## src/design/drbq_pkg.sv

```systemverilog
`default_nettype none
// ----------------------------------------------------------------------------
// drbq_pkg
// Types and codes shared by the event queue modules.
// ----------------------------------------------------------------------------
package drbq_pkg;

  localparam logic [2:0] OP_ENQ      = 3'd0;
  localparam logic [2:0] OP_BEGIN    = 3'd1;
  localparam logic [2:0] OP_COMPLETE = 3'd2;
  localparam logic [2:0] OP_RESET    = 3'd3;
  localparam logic [2:0] OP_SETCAP   = 3'd4;

  localparam logic [2:0] ST_OK      = 3'd0;
  localparam logic [2:0] ST_INVALID = 3'd1;
  localparam logic [2:0] ST_NOSLOT  = 3'd2;
  localparam logic [2:0] ST_REFUSED = 3'd3;
  localparam logic [2:0] ST_DONE    = 3'd4;

  typedef struct packed {
    logic [2:0]  op;
    logic [63:0] id_high;
    logic [63:0] id_low;
    logic [63:0] payload;
    logic [15:0] amount;
    logic        remove_reserved;
  } in_item_t;

  typedef struct packed {
    logic [2:0]  status;
    logic [63:0] out_id_high;
    logic [63:0] out_id_low;
    logic [63:0] out_payload;
    logic        last_of_run;
    logic [31:0] dropped_count;
    logic [4:0]  entry_count;
    logic        batch_in_flight;
  } out_item_t;

endpackage
`default_nettype wire

```

## src/design/dedup_retry_batch_queue.sv

```systemverilog
`default_nettype none
// ----------------------------------------------------------------------------
// dedup_retry_batch_queue
// Bounded drop-oldest event table with one in-flight batch reservation.
// ----------------------------------------------------------------------------
// Usage: items arrive on in_valid/in_ready/in_data and results leave on
// out_valid/out_ready/out_data. One item is handled at a time; in_ready is
// low from acceptance until its last result has been taken.
// The table sits in a memory with one read port, so every walk over it
// handles one entry at a time (read, then compare or move) through a single
// compare/move unit:
//   enqueue: a duplicate search over the held entries, then an eviction
//   shift when the table is at capacity;
//   begin batch: one read and one result per emitted entry;
//   complete batch: a compaction pass over the held entries when removing;
//   set capacity: up to one eviction for each entry above the new capacity.
// A stalled receiver simply holds the result register and the sequencer
// waits. Synchronous reset empties the table, clears the reservation and
// the drop counter and sets the capacity to DEPTH; no clearing pass runs
// since unheld slots are never read.
// ----------------------------------------------------------------------------
module dedup_retry_batch_queue #(
  parameter int DEPTH = 16
) (
  input  wire                 clk,
  input  wire                 rst,
  input  wire                 in_valid,
  output logic                in_ready,
  input  drbq_pkg::in_item_t  in_data,
  output logic                out_valid,
  input  wire                 out_ready,
  output drbq_pkg::out_item_t out_data
);
  import drbq_pkg::*;

  localparam int AW = (DEPTH > 1) ? $clog2(DEPTH) : 1;
  localparam int CW = $clog2(DEPTH + 1);
  localparam logic [CW-1:0] DEPTH_C = CW'(DEPTH);

  localparam logic [3:0] S_IDLE   = 4'd0;
  localparam logic [3:0] S_DUPRD  = 4'd1;
  localparam logic [3:0] S_DUPCK  = 4'd2;
  localparam logic [3:0] S_EVSCAN = 4'd3;
  localparam logic [3:0] S_SHRD   = 4'd4;
  localparam logic [3:0] S_SHWR   = 4'd5;
  localparam logic [3:0] S_APPEND = 4'd6;
  localparam logic [3:0] S_EMRD   = 4'd7;
  localparam logic [3:0] S_EMIT   = 4'd8;
  localparam logic [3:0] S_CPRD   = 4'd9;
  localparam logic [3:0] S_CPWR   = 4'd10;
  localparam logic [3:0] S_OUT    = 4'd11;
  localparam logic [3:0] S_CAPCK  = 4'd12;

  logic [191:0]     mem [DEPTH];
  logic [DEPTH-1:0] rsv;
  logic [191:0]     rd;
  logic [3:0]       state;
  in_item_t         cur;
  logic [CW-1:0]    held, cap, idx, wp, lim;
  logic [31:0]      drops;
  logic             active;
  logic             evict_mode;  // eviction run for set capacity
  out_item_t        res;

  logic [CW-1:0] first_free;
  logic          none_free;
  // Priority search over the reservation flags, which are flip-flops.
  always_comb begin
    first_free = DEPTH_C;
    none_free  = 1'b1;
    for (int k = DEPTH - 1; k >= 0; k--) begin
      if (!rsv[k] && CW'(k) < held) begin
        first_free = CW'(k);
        none_free  = 1'b0;
      end
    end
  end

  logic [31:0] drops_inc;
  assign drops_inc = (drops == 32'hFFFF_FFFF) ? drops : drops + 32'd1;

  assign in_ready  = (state == S_IDLE) && !out_valid;
  assign out_data  = res;

  always_ff @(posedge clk) begin
    rd <= mem[idx[AW-1:0]];
    if (state == S_SHWR) mem[AW'(idx - CW'(1))] <= rd;
    if (state == S_CPWR && !rsv[idx[AW-1:0]]) mem[wp[AW-1:0]] <= rd;
    if (state == S_APPEND) mem[held[AW-1:0]] <= {cur.id_high, cur.id_low, cur.payload};
  end

  task automatic post(input logic [2:0] st, input logic [191:0] d, input logic lst,
                      input logic [31:0] dc, input logic [CW-1:0] hc, input logic ba);
    res.status          <= st;
    res.out_id_high     <= d[191:128];
    res.out_id_low      <= d[127:64];
    res.out_payload     <= d[63:0];
    res.last_of_run     <= lst;
    res.dropped_count   <= dc;
    res.entry_count     <= 5'(hc);
    res.batch_in_flight <= ba;
    out_valid           <= 1'b1;
  endtask

  always_ff @(posedge clk) begin
    if (rst) begin
      state <= S_IDLE; out_valid <= 1'b0; rsv <= '0; held <= '0;
      cap <= DEPTH_C; drops <= '0; active <= 1'b0; idx <= '0; wp <= '0;
      lim <= '0; evict_mode <= 1'b0;
    end else begin
      if (out_valid && out_ready) out_valid <= 1'b0;
      unique case (state)
        S_IDLE: if (in_valid && in_ready) begin
          cur <= in_data;
          idx <= '0;
          unique case (in_data.op)
            OP_ENQ: begin
              if (in_data.id_high == '0 && in_data.id_low == '0) begin
                drops <= drops_inc;
                post(ST_INVALID, '0, 1'b1, drops_inc, held, active);
              end else state <= (held == '0) ? S_EVSCAN : S_DUPRD;
            end
            OP_BEGIN: begin
              if (active || in_data.amount == '0 || held == '0)
                post(ST_REFUSED, '0, 1'b1, drops, held, active);
              else begin
                lim <= ({16'd0, in_data.amount} < 32'(held)) ?
                       CW'(in_data.amount) : held;
                state <= S_EMRD;
              end
            end
            OP_COMPLETE: begin
              if (in_data.remove_reserved && active) begin
                wp <= '0; state <= S_CPRD;
              end else begin
                rsv <= '0; active <= 1'b0;
                post(ST_DONE, '0, 1'b1, drops, held, 1'b0);
              end
            end
            OP_RESET: begin
              held <= '0; rsv <= '0; active <= 1'b0; drops <= '0;
              post(ST_DONE, '0, 1'b1, '0, '0, 1'b0);
            end
            OP_SETCAP: begin
              if (in_data.amount == '0) cap <= CW'(1);
              else if ({16'd0, in_data.amount} > DEPTH) cap <= DEPTH_C;
              else cap <= CW'(in_data.amount);
              state <= S_CAPCK;
            end
            default: post(ST_INVALID, '0, 1'b1, drops, held, active);
          endcase
        end
        S_DUPRD: state <= S_DUPCK;
        S_DUPCK: begin
          if (rd[191:64] == {cur.id_high, cur.id_low}) begin
            drops <= drops_inc;
            post(ST_INVALID, '0, 1'b1, drops_inc, held, active);
            state <= S_OUT;
          end else if (idx + CW'(1) >= held) state <= S_EVSCAN;
          else begin
            idx <= idx + CW'(1); state <= S_DUPRD;
          end
        end
        S_EVSCAN: begin
          evict_mode <= 1'b0;
          if (held >= cap || held >= DEPTH_C) begin
            if (none_free) begin
              drops <= drops_inc;
              post(ST_NOSLOT, '0, 1'b1, drops_inc, held, active);
              state <= S_OUT;
            end else begin
              drops <= drops_inc;
              idx <= first_free + CW'(1);
              state <= S_SHRD;
            end
          end else state <= S_APPEND;
        end
        S_SHRD: begin
          if (idx >= held) begin
            held <= held - CW'(1);
            state <= evict_mode ? S_CAPCK : S_APPEND;
          end else state <= S_SHWR;
        end
        S_SHWR: begin
          // Move one entry down by one slot together with its flag.
          rsv[AW'(idx - CW'(1))] <= rsv[idx[AW-1:0]];
          idx <= idx + CW'(1);
          state <= S_SHRD;
        end
        S_APPEND: begin
          rsv[held[AW-1:0]] <= 1'b0;
          held <= held + CW'(1);
          post(ST_OK, '0, 1'b1, drops, held + CW'(1), active);
          state <= S_OUT;
        end
        S_EMRD: if (!out_valid || out_ready) state <= S_EMIT;
        S_EMIT: begin
          rsv[idx[AW-1:0]] <= 1'b1;
          active <= 1'b1;
          post(ST_OK, rd, (idx + CW'(1) == lim), drops, held, 1'b1);
          if (idx + CW'(1) == lim) state <= S_OUT;
          else begin
            idx <= idx + CW'(1); state <= S_EMRD;
          end
        end
        S_CPRD: begin
          if (idx >= held) begin
            held <= wp; rsv <= '0; active <= 1'b0;
            post(ST_DONE, '0, 1'b1, drops, wp, 1'b0);
            state <= S_OUT;
          end else state <= S_CPWR;
        end
        S_CPWR: begin
          if (!rsv[idx[AW-1:0]]) wp <= wp + CW'(1);
          idx <= idx + CW'(1);
          state <= S_CPRD;
        end
        S_CAPCK: begin
          if (held > cap && !none_free) begin
            drops <= drops_inc;
            idx <= first_free + CW'(1);
            evict_mode <= 1'b1;
            state <= S_SHRD;
          end else begin
            post(ST_DONE, '0, 1'b1, drops, held, active);
            state <= S_OUT;
          end
        end
        S_OUT: if (!out_valid || out_ready) state <= S_IDLE;
        default: state <= S_IDLE;
      endcase
    end
  end

`ifndef NO_ASSERTIONS
  a_held_bound: assert property (@(posedge clk) disable iff (rst) held <= DEPTH_C)
    else $error("held count above depth");
  a_ready_idle: assert property (@(posedge clk) disable iff (rst)
    in_ready |-> state == S_IDLE) else $error("ready outside idle");
  a_drops_mono: assert property (@(posedge clk) disable iff (rst)
    (state != S_IDLE) |=> drops >= $past(drops))
    else $error("drop counter fell during an item");
`endif
endmodule
`default_nettype wire

```

## config.mk

```make
export PLATFORM = sky130hd
export DESIGN_NAME = dedup_retry_batch_queue
export DESIGN_NICKNAME = d
export VERILOG_FILES = /design/src/design/drbq_pkg.sv /design/src/design/dedup_retry_batch_queue.sv
export SDC_FILE = /design/constraint.sdc
export NUM_CORES = 2
export LEC_CHECK = 0
export BUFFER_PORTS_ARGS = -buffer_cell sky130_fd_sc_hd__buf_4
export CORE_ASPECT_RATIO = 0.6
export CORE_UTILIZATION = 40
export DETAILED_ROUTE_END_ITERATION = 6
export SLEW_MARGIN = 10
export SYNTH_ARGS = -nofsm -noshare
export SYNTH_HDL_FRONTEND = slang
export SYNTH_SLANG_ARGS = --single-unit
```

## constraint.sdc

```tcl
create_clock -name clk -period 24.9 [get_ports clk]
set_clock_uncertainty 0.05 [all_clocks]
set_input_delay 2.49 -clock clk [delete_from_list [all_inputs] [get_ports clk]]
set_output_delay 2.49 -clock clk [all_outputs]
set_load 0.02 [all_outputs]
```

## Word level (Yosys, flattened, before mapping)

Memory sizes are Yosys's and may differ from the RTL's. A register that Yosys moved wholly into a read port is not among the register bits.
Index checks and enable logic that the tools add are counted.

| cells by class | value |
|---|---|
| equality and inequality tests | 47 |
| order comparisons | 29 |
| muxes and demuxes | 135 |
| bitwise logic cells | 5 |
| add/sub/neg operators | 7 |
| reduce and logical (&&, ||, !) cells | 79 |

Operator list:

| kind | count |
|---|---|
| $mux 234 | 9 |
| $pmux 234 s7 | 1 |
| $pmux 234 s5 | 1 |
| $mux 192 | 2 |
| $reduce_or 192->1 | 2 |
| $mux 32 | 6 |
| $mux 5 | 34 |
| $eq 128x128->1 | 1 |
| $logic_not 64->1 | 2 |
| $pmux 32 s4 | 1 |
| $pmux 16 s5 | 1 |
| $pmux 32 s2 | 1 |
| $mux 4 | 15 |
| $pmux 4 s13 | 1 |
| $mux 16 | 3 |
| $mux 1 | 43 |
| $lt 4x5->1 const A | 8 |
| $add 32x1->32 const B | 1 |
| $eq 32x32->1 const B | 1 |
| $pmux 16 s2 | 1 |
| $ne 2x2->1 const B | 15 |
| $pmux 5 s6 | 1 |
| $logic_and 1x1->1 | 26 |
| $add 5x1->5 const B | 4 |
| other kinds (59) | 122 |

| word-level totals | value |
|---|---|
| logic and storage cells | 325 |
| output and inout bits | 236 |
| memories kept | 1 |
| input port bits | 216 |
| register bits | 506 |
| memory bits (writable) | 3072 |

Memories:

| name | words | width | read ports | clocked after memory_dff | wr ports | line | RTL |
|---|---|---|---|---|---|---|---|
| mem | 16 | 192 | 1 | 1 | 1 | dedup_retry_batch_queue.sv:54 | `logic [191:0] mem [DEPTH];` |

## Logic depth before layout (Yosys ltp)

| depth | value |
|---|---|
| word-level depth | 22 |
| gate-level depth with buffers | 15 |
| mapped depth without buffers | 11 |

## Worst setup path after synthesis

OpenSTA, ideal clock, no wires.

| timing | value |
|---|---|
| path type | in2reg |
| start | input in_data[145] in the netlist's numbering |
| end | register, netlist name out_data[0] |
| data required time | 23733 ps |
| buffers on the path | 0 |
| path slack | 4306 ps |
| stages on the path | 6 |
| library setup time | 1117 ps |
| arrival time | 19427 ps |
| path through | nor4_1 nand4_1 nor4_1 a211oi_1 a211o_2 nor3_1 |

| between the ends | value |
|---|---|
| word-level cells in the longest chain between the ends | 4 |

RTL lines:

| item | line | RTL |
|---|---|---|
| start: declaration | dedup_retry_batch_queue.sv:29 | `input drbq_pkg::in_item_t in_data,` |
| $logic_not 64->1 | dedup_retry_batch_queue.sv:118 | `if (in_data.id_high == '0 && in_data.id_low == '0) begin` |
| $logic_and 1x1->1 | dedup_retry_batch_queue.sv:118 |  |
| $ne 3x3->1 (no source line) | - |  |
| $reduce_and 12->1 (no source line) | - |  |

No other way between the ends.
A chain may end at the register's enable or synchronous reset.

## Final worst setup path

| timing | value |
|---|---|
| start | input in_data[87] in the netlist's numbering |
| end | register, netlist name out_data[137] |

| between the ends | value |
|---|---|
| word-level cells in the longest chain between the ends | 4 |

RTL lines:

| item | line |
|---|---|
| $logic_not 64->1 | dedup_retry_batch_queue.sv:118 |
| $logic_and 1x1->1 | dedup_retry_batch_queue.sv:118 |
| $ne 3x3->1 (no source line) | - |
| $reduce_and 12->1 (no source line) | - |

No other way between the ends.

==> report_table.html <==
<table>
<tr><th>Metric</th><th>Value</th></tr>
<tr><th colspan="2">Clocking</th></tr>
<tr><td>CTS H-Tree Depth</td><td>5</td></tr>
<tr><td>Hold Buf Count CTS</td><td>0</td></tr>
<tr><td>Maximum clock path buffer count</td><td>4</td></tr>
<tr><td>TritonCTS clock tree</td><td>yes</td></tr>
<tr><td>Root buf cell</td><td>sky130_fd_sc_hd__clkbuf_16</td></tr>
<tr><td>Setup repair bufs after CTS</td><td>0</td></tr>
<tr><td>Clock buffers created by TritonCTS</td><td>351</td></tr>
<tr><td>Clock network latency to the later pin of the worst-skew pair</td><td>0.94 ns</td></tr>
<tr><td>Number of clock sinks seen by CTS</td><td>3770</td></tr>
<tr><td>Clock transition at the registers of the reported paths</td><td>0.06 ns</td></tr>
<tr><td>Cells resized by post-CTS repair</td><td>0</td></tr>
<tr><th colspan="2">Route</th></tr>
<tr><td># DRC</td><td>0</td></tr>
<tr><td>Average via count per standard cell</td><td>5.811</td></tr>
<tr><td>Number of optimization iterations in the first detailed-route pass</td><td>7</td></tr>
<tr><td>Total via count in the routed design</td><td>74140</td></tr>
<tr><td>Drt wl/cell</td><td>31.26 um</td></tr>
<tr><td>Routed Antenna Nets</td><td>0</td></tr>
<tr><td>Number of design-rule violations left by the first detailed-router iteration</td><td>8567</td></tr>
<tr><td>Final wirelength</td><td>398.7 mm</td></tr>
<tr><th colspan="2">Final layout</th></tr>
<tr><td>Area of the multi-input gates</td><td>32700 um^2</td></tr>
<tr><td>Area taken by flip-flops and latches</td><td>110500 um^2</td></tr>
<tr><td>Count of filler cells inserted in the layout</td><td>29550</td></tr>
<tr><td>Layout Area Growth over Synthesis</td><td>14.65%</td></tr>
<tr><td>Layout net count</td><td>7899</td></tr>
<tr><td>Share of layout cells above drive strength 1</td><td>0.2690</td></tr>
<tr><th colspan="2">Synth</th></tr>
<tr><td>Number of distinct library cells after synthesis</td><td>81</td></tr>
<tr><td>Synthesized area per cell</td><td>20.43 um^2</td></tr>
<tr><td>Yosys reg bits</td><td>approximately 3800</td></tr>
<tr><td>Adder and majority cell fraction of the synthesized area</td><td>0.003031</td></tr>
<tr><td>Post-synthesis async set-or-reset flop share</td><td>0</td></tr>
<tr><td>Synth Warn #</td><td>0</td></tr>
<tr><td>Fraction of synthesized cell area taken by the top area cell type</td><td>0.7271</td></tr>
<tr><td>Synth top area cells</td><td>sky130_fd_sc_hd__edfxtp_1 (73%), sky130_fd_sc_hd__mux4_2 (15%), sky130_fd_sc_hd__dfxtp_1 (3.8%), sky130_fd_sc_hd__nand2_1 (1.8%), sky130_fd_sc_hd__and3_1 (0.91%)</td></tr>
<tr><td>Most common library cells after synthesis</td><td>sky130_fd_sc_hd__edfxtp_1 (3498), sky130_fd_sc_hd__mux4_2 (965), sky130_fd_sc_hd__nand2_1 (677)</td></tr>
<tr><td>Synth Area in Compound Gates</td><td>0.01916</td></tr>
<tr><td>Dominant combinational cell family by area after synthesis</td><td>multiplexers</td></tr>
<tr><td>Net count after synthesis</td><td>7323</td></tr>
<tr><td>Sequential area share after synthesis</td><td>0.7648</td></tr>
<tr><td>Cells after Synth</td><td>7072</td></tr>
<tr><td>Proportion of synthesized area in mux cells</td><td>0.1510</td></tr>
<tr><td>Most used flip-flop cell after synthesis</td><td>sky130_fd_sc_hd__edfxtp_1</td></tr>
<tr><td>Post-synth design cell area</td><td>roughly 140000 um^2</td></tr>
<tr><td>Largest area contributor in the netlist</td><td>sky130_fd_sc_hd__edfxtp_1</td></tr>
<tr><td>Most numerous cell in the Yosys netlist</td><td>sky130_fd_sc_hd__edfxtp_1</td></tr>
<tr><td>Synthesized-area fraction occupied by xor and xnor cells</td><td>0.008730</td></tr>
<tr><td>Count of flip-flops with a built-in enable after synthesis</td><td>roughly 3500</td></tr>
<tr><td>Synth Area in Simple Gates</td><td>0.04269</td></tr>
<tr><th colspan="2">Placement</th></tr>
<tr><td>Gp weighted congestion</td><td>between 0.8 and 0.9</td></tr>
<tr><td>Count of port buffers added during placement</td><td>451</td></tr>
<tr><td>Final HPWL from detailed placement</td><td>224.4 mm</td></tr>
<tr><th colspan="2">GRT</th></tr>
<tr><td>Via count of the first global-routing pass</td><td>between 70000 and 80000</td></tr>
<tr><td>Maximum number of pins on one net before global-route repair</td><td>153</td></tr>
<tr><td>Antenna violations before repair</td><td>15</td></tr>
<tr><td>Overall track demand over capacity in global routing</td><td>0.2157</td></tr>
<tr><td>GR Overflow Total</td><td>0</td></tr>
<tr><td>Wire length of the first global-routing pass</td><td>562.5 mm</td></tr>
<tr><th colspan="2">Critical path</th></tr>
<tr><td>Worst reg-to-reg setup slack</td><td>18.44 ns</td></tr>
<tr><td>Origin of the worst setup path</td><td>in_data[87]</td></tr>
<tr><td>Arrival time reported for the critical path endpoint</td><td>8.68 ns</td></tr>
<tr><td>Reg-to-reg critical path startpoint</td><td>idx[1]$_SDFFE_PP0P_</td></tr>
<tr><td>Max FO, Critical Path</td><td>50</td></tr>
<tr><td>Launching element type of the critical path</td><td>input port</td></tr>
<tr><td>Worst endpoint required time</td><td>25.36 ns</td></tr>
<tr><td>Crit path capture type</td><td>flip-flop</td></tr>
<tr><td>Category of the critical setup timing path</td><td>in2reg</td></tr>
<tr><th colspan="2">Floorplanning</th></tr>
<tr><td>DIE HEIGHT</td><td>467.5 um</td></tr>
<tr><td>Total die area</td><td>363700 um^2</td></tr>
<tr><td>Initial core utilization</td><td>0.4031</td></tr>
<tr><td>DIE WIDTH</td><td>777.9 um</td></tr>
<tr><td>Floorplan row count</td><td>170</td></tr>
<tr><td>Placeable core region</td><td>358400 um^2</td></tr>
<tr><td>I/O pin total</td><td>452</td></tr>
<tr><th colspan="2">STA</th></tr>
<tr><td>Endpoints failing setup</td><td>0</td></tr>
<tr><td>Worst slew margin relative to its limit</td><td>0.1165</td></tr>
<tr><td>Final hold violations</td><td>0</td></tr>
<tr><td>Unrepaired setup endpoints after global routing</td><td>false</td></tr>
<tr><td>Accumulated negative setup slack</td><td>0 ns</td></tr>
<tr><td>Clock period minus worst slack</td><td>roughly 8.2 ns</td></tr>
<tr><td>Fmax</td><td>0.1218 GHz</td></tr>
<tr><td>Slew at the pin closest to its max-slew limit</td><td>1.313 ns</td></tr>
<tr><td>Final Slew Violations</td><td>0</td></tr>
<tr><td>Final period utilization</td><td>0.3298</td></tr>
<tr><th colspan="2">Power</th></tr>
<tr><td>Switching power share of the total</td><td>0.2927</td></tr>
<tr><td>Post-layout power</td><td>~18000 uW</td></tr>
<tr><td>Fraction of power consumed by combinational cells</td><td>0.210</td></tr>
<tr><td>Cell-internal power</td><td>12560 uW</td></tr>
<tr><td>Lkg Pwr</td><td>0.05310 uW</td></tr>
<tr><td>P_sw</td><td>5197 uW</td></tr>
<tr><td>Largest voltage drop on the vdd net</td><td>90.19 uV</td></tr>
<tr><td>Portion of total power attributed to the clock network</td><td>0.309</td></tr>
<tr><td>Share of power burned in registers</td><td>0.481</td></tr>
<tr><td>Power density cells</td><td>107.2 nW/um^2</td></tr>
<tr><th colspan="2">Run</th></tr>
<tr><td>Count of maximum capacitance violations</td><td>0</td></tr>
<tr><th colspan="2">Worst hold path</th></tr>
<tr><td>Kind of path behind the tightest hold check</td><td>reg2reg</td></tr>
<tr><td>Launch instance of the worst min-delay path</td><td>cap[2]$_SDFFE_PP0P_</td></tr>
<tr><th colspan="2">Status</th></tr>
<tr><td>Run status</td><td>finished, final reports clean</td></tr>
</table>
[cells in the final DEF (no fill, tap or decap), types with 50 or more instances in the layout]
cell	netlist	layout
sky130_fd_sc_hd__a21oi_1	133	133
sky130_fd_sc_hd__buf_4	0	582
sky130_fd_sc_hd__nor3_1	72	70
sky130_fd_sc_hd__dfxtp_1	272	268
sky130_fd_sc_hd__clkinv_1	1	50
sky130_fd_sc_hd__and3_1	209	209
sky130_fd_sc_hd__nor4_1	75	71
sky130_fd_sc_hd__o21ai_0	95	95
sky130_fd_sc_hd__nor2_1	140	121
sky130_fd_sc_hd__edfxtp_1	3498	3498
sky130_fd_sc_hd__clkbuf_16	0	354
sky130_fd_sc_hd__mux4_2	965	965
sky130_fd_sc_hd__nand2_1	677	677
sky130_fd_sc_hd__clkinv_2	0	53
sky130_fd_sc_hd__clkbuf_1	297	80
sky130_fd_sc_hd__xor2_1	114	114
[critical path, cell delays in order]
cell                       delay (ns)
sky130_fd_sc_hd__buf_4           0.12
sky130_fd_sc_hd__nor4_1          1.08
sky130_fd_sc_hd__nand4_1         1.04
sky130_fd_sc_hd__nor4_2          1.22
sky130_fd_sc_hd__a211oi_1        0.33
sky130_fd_sc_hd__a211o_2         0.38
sky130_fd_sc_hd__nor3_2          0.14
sky130_fd_sc_hd__buf_4           0.48
sky130_fd_sc_hd__buf_4           0.58
sky130_fd_sc_hd__buf_4           0.66
[through the flow]
| step | instances | hold slack (ns) | util | setup WS (ns) | instance area, um^2 |
|---|---|---|---|---|---|
| floorplan | 7072 | 0.3819 | - | 4.306 | 144500 |
| global placement | 12110 | 0.3962 | 0.4298 | 16.03 | 154000 |
| detailed placement | 12110 | 0.4000 | 0.4298 | 15.99 | 154000 |
| CTS | 12750 | 0.4102 | 0.4620 | 16.96 | 165600 |
| global route | 12750 | 0.4293 | 0.4621 | 16.87 | 165600 |
| finish | 12760 | 0.4066 | 0.4621 | 16.69 | 165600 |
[metal layers]
layer	up-vias	wire length, um	GRT usage
met2	3310	190300	0.3446
met1	40120	168100	0.3132
met4	2	11220	0.05732
met5	-	8	0
li1	30180	-	-
met3	522	29060	0.03053
[power groups by stage]
stage / clock (uW) / combinational, uW / sequential (uW)
after global placement: 0 / 3650 / 8680
after detailed placement: 0 / 3760 / 8680
after floorplan: 0 / 2330 / 8620
after global routing: 5800 / 4010 / 8570
final: 5480 / 3730 / 8550
after CTS: 5570 / 3770 / 8550
[kinds of logic (layout without fill, tap and decap cells)]
family,count (synthesis),count (layout)
AOI/OAI and AO/OA,425,425
xor gates and xnor gates,144,144
adders and majority gates,35,35
buffers and inverters,404,1270
DFF,3770,3770
muxes,973,973
other,0,3
and+or+nand+nor,1321,1321
[registers in the layout (all words and copies together) (netlist names)]
signal and cells:
mem 3072, out_data 234, cur 192, rd 192, drops 32, rsv 16, cap 5, held 5
idx 5, lim 5, wp 5, state 4, active 1, evict_mode 1, out_valid 1
[cell type report]
class | instances | area share
antenna | 3 | 0.00004533
timing repair buffer | 600 | 0.02860
inverter | 27 | 0.0006119
clock buffer | 457 | 0.05721
clock inverter | 186 | 0.01258
multi-input combinational | 2898 | 0.1974
tap | 4816 | 0.03638
sequential | 3770 | 0.6672
[final timing paths]
path / to / cells past startpoint
worst max-delay path: out_data[137]$_DFFE_PP_ / 10
worst min-delay path: cap[2]$_SDFFE_PP0P_ / 2
worst max register to register: mem[9][112]$_DFFE_PP_ / 11
worst min register to register: cap[2]$_SDFFE_PP0P_ / 2
Note: power is estimated with default switching activity, not from simulation.
